$ cat config.mk
export PLATFORM = sky130hd
export DESIGN_NAME = calendar_hour_offset_converter
export DESIGN_NICKNAME = d
export VERILOG_FILES = /design/src/hw/rtl/cho_pkg.sv /design/src/hw/rtl/cho_regs.sv /design/src/hw/rtl/cho_year_unit.sv /design/src/hw/rtl/cho_core.sv /design/src/hw/rtl/calendar_hour_offset_converter.sv
export SDC_FILE = /design/constraint.sdc
export NUM_CORES = 2
export LEC_CHECK = 0
export ABC_CLOCK_PERIOD_IN_PS = 17320
export BUFFER_PORTS_ARGS = -buffer_cell sky130_fd_sc_hd__buf_2
export CORE_MARGIN = 2
export CORE_UTILIZATION = 60
export DETAILED_ROUTE_END_ITERATION = 6
export PLACE_DENSITY = 0.8
export SLEW_MARGIN = 25
export SYNTH_ARGS = -nofsm -noshare
export SYNTH_HDL_FRONTEND = slang
export SYNTH_SLANG_ARGS = --single-unit
$ cat constraint.sdc
create_clock -name clk -period 17.32 [get_ports clk]
set_clock_uncertainty 0.15 [all_clocks]
set_input_delay 3.464 -clock clk [delete_from_list [all_inputs] [get_ports clk]]
set_output_delay 3.464 -clock clk [all_outputs]
set_load 0.02 [all_outputs]
$ cat src/hw/rtl/cho_pkg.sv
// Shared types, constants and calendar helpers for the hour offset converter.
// No dependencies; used by every module under hw/rtl.
`timescale 1ns / 1ps

package cho_pkg;

    localparam int YEAR_BITS_DEF = 14;

    // register reset values
    localparam int REF_YEAR_RST = 2000;
    localparam logic [4:0] REF_DAY_RST   = 5'd1;
    localparam logic [3:0] REF_MONTH_RST = 4'd1;
    localparam logic [4:0] REF_HOUR_RST  = 5'd0;

    localparam int ADDR_W = 4;
    localparam int DATA_W = 32;

    // signed hour accumulator, day counter and day-of-year widths
    // (sized for YEAR_BITS up to 16)
    localparam int ACC_W = 34;
    localparam int DAY_W = 28;
    localparam int DOY_W = 9;

    // x / 100 = (x * DIV100_MAGIC) >> DIV100_SHIFT, exact for x < 2^17
    localparam int DIV100_SHIFT = 24;
    localparam int DIV100_MAGIC_W = 18;
    localparam logic [DIV100_MAGIC_W-1:0] DIV100_MAGIC = 18'd167773;

    // x / 3 = (x * DIV3_MAGIC) >> DIV3_SHIFT, exact for x < 2^29
    localparam int DIV3_SHIFT = 31;
    localparam int DIV3_IN_W = 29;
    localparam int DIV3_MAGIC_W = 30;
    localparam logic [DIV3_MAGIC_W-1:0] DIV3_MAGIC = 30'd715827883;

    localparam logic [3:0] MONTHS_PER_YEAR = 4'd12;

    localparam logic [8:0] MONTH_START [13] = '{
        9'd0, 9'd31, 9'd59, 9'd90, 9'd120, 9'd151, 9'd181,
        9'd212, 9'd243, 9'd273, 9'd304, 9'd334, 9'd365
    };

    typedef enum logic [1:0] {
        REG_DAY   = 2'd0,
        REG_MONTH = 2'd1,
        REG_YEAR  = 2'd2,
        REG_HOUR  = 2'd3
    } reg_idx_t;

    typedef enum logic [0:0] {
        OP_DATE_TO_OFFSET = 1'b0,
        OP_OFFSET_TO_DATE = 1'b1
    } opcode_t;

    typedef enum logic [3:0] {
        ST_IDLE,
        ST_Y_ISSUE,
        ST_Y_WAIT,
        ST_Y_DAYS,
        ST_Y_HOURS,
        ST_DIFF,
        ST_OFF_ADD,
        ST_DIV_MUL,
        ST_DIV_REM,
        ST_S_ISSUE,
        ST_S_WAIT,
        ST_S_CMP,
        ST_M_ISSUE,
        ST_M_WAIT,
        ST_M_SET,
        ST_M_WALK
    } state_t;

    // days in the year before month m; month 0 counts as January,
    // months past December count the whole year
    function automatic logic [8:0] days_before_month(input logic [3:0] m,
                                                     input logic leap);
        logic [3:0] k;
        logic [8:0] d;
        if (m == 4'd0)
            k = 4'd0;
        else if (m > 4'd13)
            k = MONTHS_PER_YEAR;
        else
            k = m - 4'd1;
        d = MONTH_START[k];
        if (k >= 4'd2 && leap)
            d = d + 9'd1;
        return d;
    endfunction

    function automatic logic [4:0] month_len(input logic [3:0] m, input logic leap);
        logic [4:0] len;
        case (m) inside
            4'd2:                     len = leap ? 5'd29 : 5'd28;
            4'd4, 4'd6, 4'd9, 4'd11:  len = 5'd30;
            default:                  len = 5'd31;
        endcase
        return len;
    endfunction

endpackage

$ cat src/hw/rtl/cho_regs.sv
// APB register file holding the reference date and hour.
// Depends on cho_pkg.
`timescale 1ns / 1ps

module cho_regs #(
    parameter int YEAR_BITS = cho_pkg::YEAR_BITS_DEF
) (
    input  logic                        clk,
    input  logic                        rst_n,
    input  logic                        psel,
    input  logic                        penable,
    input  logic                        pwrite,
    input  logic [cho_pkg::ADDR_W-1:0]  paddr,
    input  logic [cho_pkg::DATA_W-1:0]  pwdata,
    output logic [cho_pkg::DATA_W-1:0]  prdata,
    output logic                        pready,
    output logic [4:0]                  ref_day,
    output logic [3:0]                  ref_month,
    output logic [YEAR_BITS-1:0]        ref_year,
    output logic [4:0]                  ref_hour
);
    import cho_pkg::*;

    logic [4:0]           ref_day_reg;
    logic [3:0]           ref_month_reg;
    logic [YEAR_BITS-1:0] ref_year_reg;
    logic [4:0]           ref_hour_reg;
    logic                 wr_en;
    reg_idx_t             idx;

    assign pready = 1'b1;
    assign wr_en  = psel & penable & pwrite & pready;
    assign idx    = reg_idx_t'(paddr[3:2]);

    always_ff @(posedge clk or negedge rst_n)
    begin
        if (!rst_n)
        begin
            ref_day_reg   <= REF_DAY_RST;
            ref_month_reg <= REF_MONTH_RST;
            ref_year_reg  <= YEAR_BITS'(REF_YEAR_RST);
            ref_hour_reg  <= REF_HOUR_RST;
        end
        else if (wr_en)
        begin
            case (idx)
                REG_DAY:   ref_day_reg   <= pwdata[4:0];
                REG_MONTH: ref_month_reg <= pwdata[3:0];
                REG_YEAR:  ref_year_reg  <= pwdata[YEAR_BITS-1:0];
                REG_HOUR:  ref_hour_reg  <= pwdata[4:0];
                default:   ;
            endcase
        end
    end

    always_comb
    begin
        case (idx)
            REG_DAY:   prdata = DATA_W'(ref_day_reg);
            REG_MONTH: prdata = DATA_W'(ref_month_reg);
            REG_YEAR:  prdata = DATA_W'(ref_year_reg);
            REG_HOUR:  prdata = DATA_W'(ref_hour_reg);
            default:   prdata = '0;
        endcase
    end

    assign ref_day   = ref_day_reg;
    assign ref_month = ref_month_reg;
    assign ref_year  = ref_year_reg;
    assign ref_hour  = ref_hour_reg;

endmodule

$ cat src/hw/rtl/cho_year_unit.sv
// Shared two-stage unit: days from 1 Jan of year 0 to 1 Jan of a year, and its leap flag.
// Depends on cho_pkg. The year and ceil(year/100) are registered first, then the day count and leap flag.
`timescale 1ns / 1ps

module cho_year_unit #(
    parameter int YEAR_BITS = cho_pkg::YEAR_BITS_DEF
) (
    input  logic                 clk,
    input  logic [YEAR_BITS:0]   year,
    output logic [YEAR_BITS+8:0] dby,
    output logic                 leap
);
    import cho_pkg::*;

    localparam int YW = YEAR_BITS + 1;
    localparam int XW = YEAR_BITS + 2;
    localparam int DW = YEAR_BITS + 9;
    localparam int PW = DIV100_SHIFT + YW;
    localparam int QW = YW + 7;

    logic [YW-1:0] y_s1_reg;
    logic [YW-1:0] q_reg;
    logic [PW-1:0] prod;
    logic [XW-1:0] y_up;
    logic [DW-1:0] y_dw;
    logic [DW-1:0] y365;
    logic [DW-1:0] c4;
    logic [DW-1:0] c400;
    logic [YW:0]   q_up;
    logic [QW-1:0] q100;
    logic          div100;
    logic [DW-1:0] dby_reg;
    logic          leap_reg;

    // q = ceil(year / 100)
    assign y_up = XW'(year) + XW'(99);
    assign prod = PW'(y_up) * PW'(DIV100_MAGIC);

    always_ff @(posedge clk)
    begin
        y_s1_reg <= year;
        q_reg    <= prod[DIV100_SHIFT +: YW];
    end

    assign y_dw = DW'(y_s1_reg);
    assign y365 = (y_dw << 8) + (y_dw << 6) + (y_dw << 5) + (y_dw << 3) + (y_dw << 2) + y_dw;
    assign c4   = DW'((XW'(y_s1_reg) + XW'(3)) >> 2);
    // ceil(y/400) = ceil(ceil(y/100)/4)
    assign q_up = (YW + 1)'(q_reg) + (YW + 1)'(3);
    assign c400 = DW'(q_up >> 2);
    assign q100 = (QW'(q_reg) << 6) + (QW'(q_reg) << 5) + (QW'(q_reg) << 2);
    assign div100 = (q100 == QW'(y_s1_reg));

    always_ff @(posedge clk)
    begin
        dby_reg  <= y365 + c4 - DW'(q_reg) + c400;
        leap_reg <= (y_s1_reg[1:0] == 2'b00) && (!div100 || q_reg[1:0] == 2'b00);
    end

    assign dby  = dby_reg;
    assign leap = leap_reg;

endmodule

$ cat src/hw/rtl/cho_core.sv
// Sequencer and datapath for both conversions; drives the shared year unit.
// Depends on cho_pkg and on the year unit's register stages, which the ISSUE and WAIT states cover.
`timescale 1ns / 1ps

module cho_core #(
    parameter int YEAR_BITS = cho_pkg::YEAR_BITS_DEF
) (
    input  logic                 clk,
    input  logic                 rst_n,
    input  logic [4:0]           ref_day,
    input  logic [3:0]           ref_month,
    input  logic [YEAR_BITS-1:0] ref_year,
    input  logic [4:0]           ref_hour,
    input  logic                 start,
    output logic                 busy,
    input  logic                 opcode,
    input  logic [4:0]           in_day,
    input  logic [3:0]           in_month,
    input  logic [YEAR_BITS-1:0] in_year,
    input  logic [4:0]           in_hour,
    input  logic signed [31:0]   in_offset,
    output logic [YEAR_BITS:0]   yu_year,
    input  logic [YEAR_BITS+8:0] yu_dby,
    input  logic                 yu_leap,
    output logic                 done,
    output logic signed [31:0]   out_offset,
    output logic [4:0]           out_day,
    output logic [3:0]           out_month,
    output logic [YEAR_BITS-1:0] out_year,
    output logic [4:0]           out_hour,
    output logic                 out_of_range
);
    import cho_pkg::*;

    localparam int YW    = YEAR_BITS + 1;
    localparam int BIT_W = $clog2(YEAR_BITS + 1);
    localparam int P3W   = DIV3_IN_W + DIV3_MAGIC_W;

    state_t               state_reg, state_next;
    logic                 done_reg, done_next;

    opcode_t              op_reg, op_next;
    logic                 phase_reg, phase_next;
    logic [4:0]           day_in_reg, day_in_next;
    logic [3:0]           mon_in_reg, mon_in_next;
    logic [YEAR_BITS-1:0] yr_in_reg, yr_in_next;
    logic [4:0]           hr_in_reg, hr_in_next;
    logic signed [31:0]   off_reg, off_next;

    logic [ACC_W-1:0]     acc_reg, acc_next;
    logic [ACC_W-1:0]     base_reg, base_next;
    logic [DAY_W-1:0]     days_reg, days_next;
    logic [4:0]           hrs_reg, hrs_next;
    logic [YW-1:0]        year_reg, year_next;
    logic [BIT_W-1:0]     bit_reg, bit_next;
    logic [DOY_W-1:0]     doy_reg, doy_next;
    logic [3:0]           mon_reg, mon_next;
    logic                 leap_reg, leap_next;

    logic signed [31:0]   out_offset_reg, out_offset_next;
    logic [4:0]           out_day_reg, out_day_next;
    logic [3:0]           out_month_reg, out_month_next;
    logic [YEAR_BITS-1:0] out_year_reg, out_year_next;
    logic [4:0]           out_hour_reg, out_hour_next;
    logic                 oor_reg, oor_next;

    // datapath
    logic [4:0]           sel_day;
    logic [3:0]           sel_month;
    logic [4:0]           sel_hour;
    logic [8:0]           dbm;
    logic [ACC_W-1:0]     days_sum;
    logic [ACC_W-1:0]     hours_sum;
    logic [ACC_W-1:0]     off_sum;
    logic [ACC_W-1:0]     diff;
    logic [P3W-1:0]       prod3;
    logic [ACC_W-1:0]     rem24;
    logic [YW-1:0]        cand;
    logic [DAY_W-1:0]     dby_days;
    logic                 hit;
    logic [DAY_W-1:0]     doy_full;
    logic [4:0]           mlen;

    assign sel_day   = phase_reg ? day_in_reg : ref_day;
    assign sel_month = phase_reg ? mon_in_reg : ref_month;
    assign sel_hour  = phase_reg ? hr_in_reg  : ref_hour;

    assign dbm       = days_before_month(sel_month, yu_leap);
    assign days_sum  = ACC_W'(yu_dby) + ACC_W'(dbm) + ACC_W'(sel_day) - ACC_W'(1);
    assign hours_sum = (acc_reg << 4) + (acc_reg << 3) + ACC_W'(sel_hour);
    assign off_sum   = base_reg + ACC_W'(off_reg);
    assign diff      = acc_reg - base_reg;

    // hours / 24 = (hours / 8) / 3
    assign prod3 = P3W'(acc_reg[31:3]) * P3W'(DIV3_MAGIC);
    assign rem24 = acc_reg - (ACC_W'(days_reg) << 4) - (ACC_W'(days_reg) << 3);

    assign cand     = year_reg | (YW'(1) << bit_reg);
    assign dby_days = DAY_W'(yu_dby);
    assign hit      = (dby_days <= days_reg);
    assign doy_full = days_reg - dby_days;
    assign mlen     = month_len(mon_reg, leap_reg);

    always_comb
    begin
        case (state_reg)
            ST_Y_ISSUE: yu_year = phase_reg ? YW'(yr_in_reg) : YW'(ref_year);
            ST_S_ISSUE: yu_year = cand;
            default:    yu_year = year_reg;
        endcase
    end

    always_comb
    begin
        state_next      = state_reg;
        done_next       = 1'b0;
        op_next         = op_reg;
        phase_next      = phase_reg;
        day_in_next     = day_in_reg;
        mon_in_next     = mon_in_reg;
        yr_in_next      = yr_in_reg;
        hr_in_next      = hr_in_reg;
        off_next        = off_reg;
        acc_next        = acc_reg;
        base_next       = base_reg;
        days_next       = days_reg;
        hrs_next        = hrs_reg;
        year_next       = year_reg;
        bit_next        = bit_reg;
        doy_next        = doy_reg;
        mon_next        = mon_reg;
        leap_next       = leap_reg;
        out_offset_next = out_offset_reg;
        out_day_next    = out_day_reg;
        out_month_next  = out_month_reg;
        out_year_next   = out_year_reg;
        out_hour_next   = out_hour_reg;
        oor_next        = oor_reg;

        case (state_reg)
            ST_IDLE:
            begin
                if (start)
                begin
                    op_next     = opcode_t'(opcode);
                    day_in_next = in_day;
                    mon_in_next = in_month;
                    yr_in_next  = in_year;
                    hr_in_next  = in_hour;
                    off_next    = in_offset;
                    phase_next  = 1'b0;
                    state_next  = ST_Y_ISSUE;
                end
            end
            ST_Y_ISSUE: state_next = ST_Y_WAIT;
            ST_Y_WAIT:  state_next = ST_Y_DAYS;
            ST_Y_DAYS:
            begin
                acc_next   = days_sum;
                state_next = ST_Y_HOURS;
            end
            ST_Y_HOURS:
            begin
                acc_next = hours_sum;
                if (phase_reg)
                    state_next = ST_DIFF;
                else
                begin
                    base_next  = hours_sum;
                    phase_next = 1'b1;
                    state_next = (op_reg == OP_OFFSET_TO_DATE) ? ST_OFF_ADD : ST_Y_ISSUE;
                end
            end
            ST_DIFF:
            begin
                out_offset_next = diff[31:0];
                out_day_next    = '0;
                out_month_next  = '0;
                out_year_next   = '0;
                out_hour_next   = '0;
                oor_next        = 1'b0;
                done_next       = 1'b1;
                state_next      = ST_IDLE;
            end
            ST_OFF_ADD:
            begin
                acc_next = off_sum;
                if (off_sum[ACC_W-1])
                begin
                    // before year 0
                    out_offset_next = '0;
                    out_day_next    = '0;
                    out_month_next  = '0;
                    out_year_next   = '0;
                    out_hour_next   = '0;
                    oor_next        = 1'b1;
                    done_next       = 1'b1;
                    state_next      = ST_IDLE;
                end
                else
                    state_next = ST_DIV_MUL;
            end
            ST_DIV_MUL:
            begin
                days_next  = prod3[DIV3_SHIFT +: DAY_W];
                state_next = ST_DIV_REM;
            end
            ST_DIV_REM:
            begin
                hrs_next   = rem24[4:0];
                year_next  = '0;
                bit_next   = BIT_W'(YEAR_BITS);
                state_next = ST_S_ISSUE;
            end
            ST_S_ISSUE: state_next = ST_S_WAIT;
            ST_S_WAIT:  state_next = ST_S_CMP;
            ST_S_CMP:
            begin
                // top step probes the first year past the range
                if (bit_reg == BIT_W'(YEAR_BITS))
                begin
                    if (hit)
                    begin
                        out_offset_next = '0;
                        out_day_next    = '0;
                        out_month_next  = '0;
                        out_year_next   = '0;
                        out_hour_next   = '0;
                        oor_next        = 1'b1;
                        done_next       = 1'b1;
                        state_next      = ST_IDLE;
                    end
                    else
                    begin
                        bit_next   = bit_reg - BIT_W'(1);
                        state_next = ST_S_ISSUE;
                    end
                end
                else
                begin
                    if (hit)
                        year_next = cand;
                    if (bit_reg == '0)
                        state_next = ST_M_ISSUE;
                    else
                    begin
                        bit_next   = bit_reg - BIT_W'(1);
                        state_next = ST_S_ISSUE;
                    end
                end
            end
            ST_M_ISSUE: state_next = ST_M_WAIT;
            ST_M_WAIT:  state_next = ST_M_SET;
            ST_M_SET:
            begin
                doy_next   = doy_full[DOY_W-1:0];
                leap_next  = yu_leap;
                mon_next   = 4'd1;
                state_next = ST_M_WALK;
            end
            ST_M_WALK:
            begin
                if (mon_reg < MONTHS_PER_YEAR && doy_reg >= DOY_W'(mlen))
                begin
                    doy_next = doy_reg - DOY_W'(mlen);
                    mon_next = mon_reg + 4'd1;
                end
                else
                begin
                    out_offset_next = '0;
                    out_day_next    = 5'(doy_reg + DOY_W'(1));
                    out_month_next  = mon_reg;
                    out_year_next   = year_reg[YEAR_BITS-1:0];
                    out_hour_next   = hrs_reg;
                    oor_next        = 1'b0;
                    done_next       = 1'b1;
                    state_next      = ST_IDLE;
                end
            end
            default: state_next = ST_IDLE;
        endcase
    end

    always_ff @(posedge clk or negedge rst_n)
    begin
        if (!rst_n)
        begin
            state_reg <= ST_IDLE;
            done_reg  <= 1'b0;
        end
        else
        begin
            state_reg <= state_next;
            done_reg  <= done_next;
        end
    end

    always_ff @(posedge clk)
    begin
        op_reg         <= op_next;
        phase_reg      <= phase_next;
        day_in_reg     <= day_in_next;
        mon_in_reg     <= mon_in_next;
        yr_in_reg      <= yr_in_next;
        hr_in_reg      <= hr_in_next;
        off_reg        <= off_next;
        acc_reg        <= acc_next;
        base_reg       <= base_next;
        days_reg       <= days_next;
        hrs_reg        <= hrs_next;
        year_reg       <= year_next;
        bit_reg        <= bit_next;
        doy_reg        <= doy_next;
        mon_reg        <= mon_next;
        leap_reg       <= leap_next;
        out_offset_reg <= out_offset_next;
        out_day_reg    <= out_day_next;
        out_month_reg  <= out_month_next;
        out_year_reg   <= out_year_next;
        out_hour_reg   <= out_hour_next;
        oor_reg        <= oor_next;
    end

    assign busy         = (state_reg != ST_IDLE);
    assign done         = done_reg;
    assign out_offset   = out_offset_reg;
    assign out_day      = out_day_reg;
    assign out_month    = out_month_reg;
    assign out_year     = out_year_reg;
    assign out_hour     = out_hour_reg;
    assign out_of_range = oor_reg;

endmodule

$ cat src/hw/rtl/calendar_hour_offset_converter.sv
// Top level of the Gregorian date / hour offset converter.
// Depends on cho_pkg, cho_regs, cho_year_unit and cho_core.
//
//   channel   handshake                       beat
//   config    psel/penable/pwrite/pready      one register write, addr 4*index
//   command   start && !busy                  opcode, date fields, in_offset
//   result    done (one cycle)                out_offset, date fields, out_of_range
//
// Opcode 0 runs the year unit for the reference and then for the input, and subtracts.
// Opcode 1 runs it for the reference, adds in_offset, divides by 24, finds the year by a
// binary search through the year unit and then walks the months. A negative result hour
// ends before the year search, with out_of_range set.
// busy is high from accept until done is raised; the receiver cannot stall.
// Reset is asynchronous, active low, and restores the reference to 1 Jan 2000, 00h.
`timescale 1ns / 1ps

module calendar_hour_offset_converter #(
    parameter int YEAR_BITS = cho_pkg::YEAR_BITS_DEF
) (
    input  logic                        clk,
    input  logic                        rst_n,
    input  logic                        psel,
    input  logic                        penable,
    input  logic                        pwrite,
    input  logic [cho_pkg::ADDR_W-1:0]  paddr,
    input  logic [cho_pkg::DATA_W-1:0]  pwdata,
    output logic [cho_pkg::DATA_W-1:0]  prdata,
    output logic                        pready,
    input  logic                        start,
    output logic                        busy,
    input  logic                        opcode,
    input  logic [4:0]                  in_day,
    input  logic [3:0]                  in_month,
    input  logic [YEAR_BITS-1:0]        in_year,
    input  logic [4:0]                  in_hour,
    input  logic signed [31:0]          in_offset,
    output logic                        done,
    output logic signed [31:0]          out_offset,
    output logic [4:0]                  out_day,
    output logic [3:0]                  out_month,
    output logic [YEAR_BITS-1:0]        out_year,
    output logic [4:0]                  out_hour,
    output logic                        out_of_range
);
    import cho_pkg::*;

    logic [4:0]           ref_day;
    logic [3:0]           ref_month;
    logic [YEAR_BITS-1:0] ref_year;
    logic [4:0]           ref_hour;
    logic [YEAR_BITS:0]   yu_year;
    logic [YEAR_BITS+8:0] yu_dby;
    logic                 yu_leap;

    cho_regs #(
        .YEAR_BITS (YEAR_BITS)
    ) u_regs (
        .clk       (clk),
        .rst_n     (rst_n),
        .psel      (psel),
        .penable   (penable),
        .pwrite    (pwrite),
        .paddr     (paddr),
        .pwdata    (pwdata),
        .prdata    (prdata),
        .pready    (pready),
        .ref_day   (ref_day),
        .ref_month (ref_month),
        .ref_year  (ref_year),
        .ref_hour  (ref_hour)
    );

    cho_year_unit #(
        .YEAR_BITS (YEAR_BITS)
    ) u_year_unit (
        .clk  (clk),
        .year (yu_year),
        .dby  (yu_dby),
        .leap (yu_leap)
    );

    cho_core #(
        .YEAR_BITS (YEAR_BITS)
    ) u_core (
        .clk          (clk),
        .rst_n        (rst_n),
        .ref_day      (ref_day),
        .ref_month    (ref_month),
        .ref_year     (ref_year),
        .ref_hour     (ref_hour),
        .start        (start),
        .busy         (busy),
        .opcode       (opcode),
        .in_day       (in_day),
        .in_month     (in_month),
        .in_year      (in_year),
        .in_hour      (in_hour),
        .in_offset    (in_offset),
        .yu_year      (yu_year),
        .yu_dby       (yu_dby),
        .yu_leap      (yu_leap),
        .done         (done),
        .out_offset   (out_offset),
        .out_day      (out_day),
        .out_month    (out_month),
        .out_year     (out_year),
        .out_hour     (out_hour),
        .out_of_range (out_of_range)
    );

endmodule
==> metrics <==
max-slew violation count=0; # H-tree levels=2; synthesized area per cell=10.4 um2; Starting Density=60.9%; MaxCap Viol Count=0; Die W=260 um; Final TNS setup=0 ns; WL final=93000 um; DRC=0; RePlAce Congestion=0.945; Main synth FF type=edfxtp_1; critical path's largest stage delay=0.78 ns; TritonCTS clock tree=yes; Worst Setup SP=u_core.state_reg[3]; fmax=101 MHz; Crit. End Element=flip-flop; Initial DRC Count=2204; register clock-pin slew on the reported worst setup and hold paths=0.06 ns; Unique masters post-synth=98; Post-synth ARST share=9.79%; most common cell after layout, fill and taps aside=inv_1; num rows=93; Num CTS Buffers=42; Post-synth EDFFs=255; CP Class=flip-flop to flip-flop; sequential fraction of the synthesis area=24.0%; Synthesis Warnings=0; initial antenna violation count=5; Clock Path Buffers=3; RR Startpoint=u_core.state_reg[3]; grt total ovfl=0; # hold bufs at CTS=0; Total Routing Usage GR=28.2%; share of layout cells above drive strength 1=8.56%; post-synthesis cell area=0.0394 mm2; TritonRoute pass-1 iters=6; min cycle time layout=9.92 ns; Die Ht=260 um; final setup violation count=0; status=complete, no violations; clk_lat worst skew=0.60 ns; Final ANT Viol Nets=0; delay-heaviest family, CP=adder cells; drt via density=5.75; largest net degree at the start of global routing=62; drt wl/cell=19.2 um; Via Count=27834; CTS Root Buffer Type=clkbuf_16; RSZ-0062 raised after global routing=false; post-route clock period utilization=57.3%; most frequent cells in the layout=686 x inv_1, 660 x ha_1, 407 x fa_1; Ports=199; Post CTS Setup Buffer Count=0; Final Hold Fails=0; actual slew at the worst max-slew pin=0.950 ns; crit path max-delay cell type=dfrtp_1; IO buf count=159; worst path required time=17.69 ns; min-delay src=u_core.hrs_reg[3]; first-pass GRT wire length=150000 um; vias in the first global route=29122; WP buf/inv=6; post-cts resize count=0; number of synthesized register bits=337; full die area=0.0678 mm2; Arr. time, crit path=10.30 ns; max FFs per register=34; Core ar.=0.0647 mm2; Hold WC Path Type=flip-flop to flip-flop; Mapped Cells=3793; Setup crit start kind=flip-flop; Crit Path Max Fanout=19; HPWL reported at the end of detailed placement=77500 um; Final nets=5123; Slew headroom=36.2%; Area growth syn-to-layout=7.91%; clk sinks=337
-- path summary, 6_finish.rpt --
check                           cells past startpoint                   end  slack, ns
worst min-delay path                                1    u_core.out_hour[3]       0.37
worst min register to register                      1    u_core.out_hour[3]       0.37
worst max-delay path                               32  u_year_unit.q_reg[9]       7.40
min in group asynchronous                           1   u_regs.ref_year[12]       2.82
max in group asynchronous                           1    u_regs.ref_hour[3]      13.66
worst max register to register                     32  u_year_unit.q_reg[9]       7.40
-- stage by stage --
step | std cells | cell area, um2 | hold slack (ns) | utilization (%) | worst slack, ns
after floorplan | 3810 | 39500 | 0.259 | - | 9.27
after global placement | 4762 | 41100 | 0.353 | 63.5 | 7.59
after detailed placement | 4763 | 41100 | 0.360 | 63.6 | 7.49
after CTS | 4836 | 42500 | 0.370 | 65.7 | 7.46
after global routing | 4840 | 42600 | 0.388 | 65.8 | 6.68
final | 4840 | 42600 | 0.369 | 65.8 | 7.40
-- cells by family after synthesis --
group                      count (synthesis)  share of synthesized area, %
other                                      2                        0.0190
and+or+nand+nor                          639                          8.06
adders and majority gates               1068                          41.6
muxes                                     70                          2.06
buffers and inverters                    762                          7.49
AOI/OAI and AO/OA                        641                          10.6
DFF                                      337                          24.0
xor gates and xnor gates                 274                          6.11
-- synthesized netlist by cell type, drive strengths merged, types with 33 or more instances --
cell type | number | share of area (%)
inv | 686 | 6.5
ha | 660 | 21
fa | 407 | 21
edfxtp | 255 | 19
a21oi | 205 | 2.6
xnor2 | 191 | 4.3
nor2 | 181 | 1.7
nand2 | 134 | 1.3
o21ai | 118 | 1.5
a21o | 96 | 1.8
xor2 | 83 | 1.8
nand3 | 54 | 0.69
dfxtp | 49 | 2.5
mux2 | 47 | 1.4
clkbuf | 43 | 0.41
nor3 | 43 | 0.56
and2 | 40 | 0.63
nand4 | 33 | 0.54
nor2b | 33 | 0.52
-- worst register-to-register path, delay by kind of cell (launching register included) --
kind            cells  cell delay, ns
flops               1            0.78
simple gates        9            1.99
compound gates      8            1.77
fa+ha+maj           7            3.35
xor+xnor            2            0.76
buf+inv             6            1.04
-- area by class of cell --
cell class	instances	area [um2]
Clock buffer	48	1070
Inverter	688	2580
Timing Repair Buffer	173	917
Fill cell	4928	22100
Clock inverter	25	324
Multi-Input combinational cell	2711	27100
Sequential cell	337	9470
Antenna cell	3	7.51
Tap cell	855	1070
-- routing by layer --
metal	track usage, %	part of all wire (%)	wire length, um	up-vias
met3	4.38	6.3	5910	208
met2	47.9	49	45400	836
met5	0	0.026	24	-
li1	-	-	-	13157
met4	10.5	3.6	3360	4
met1	36.5	41	38300	13629
Power is left out: the tool's default activity adds up to more than one toggle a clock period on the data nets, which glitch-free logic cannot reach.
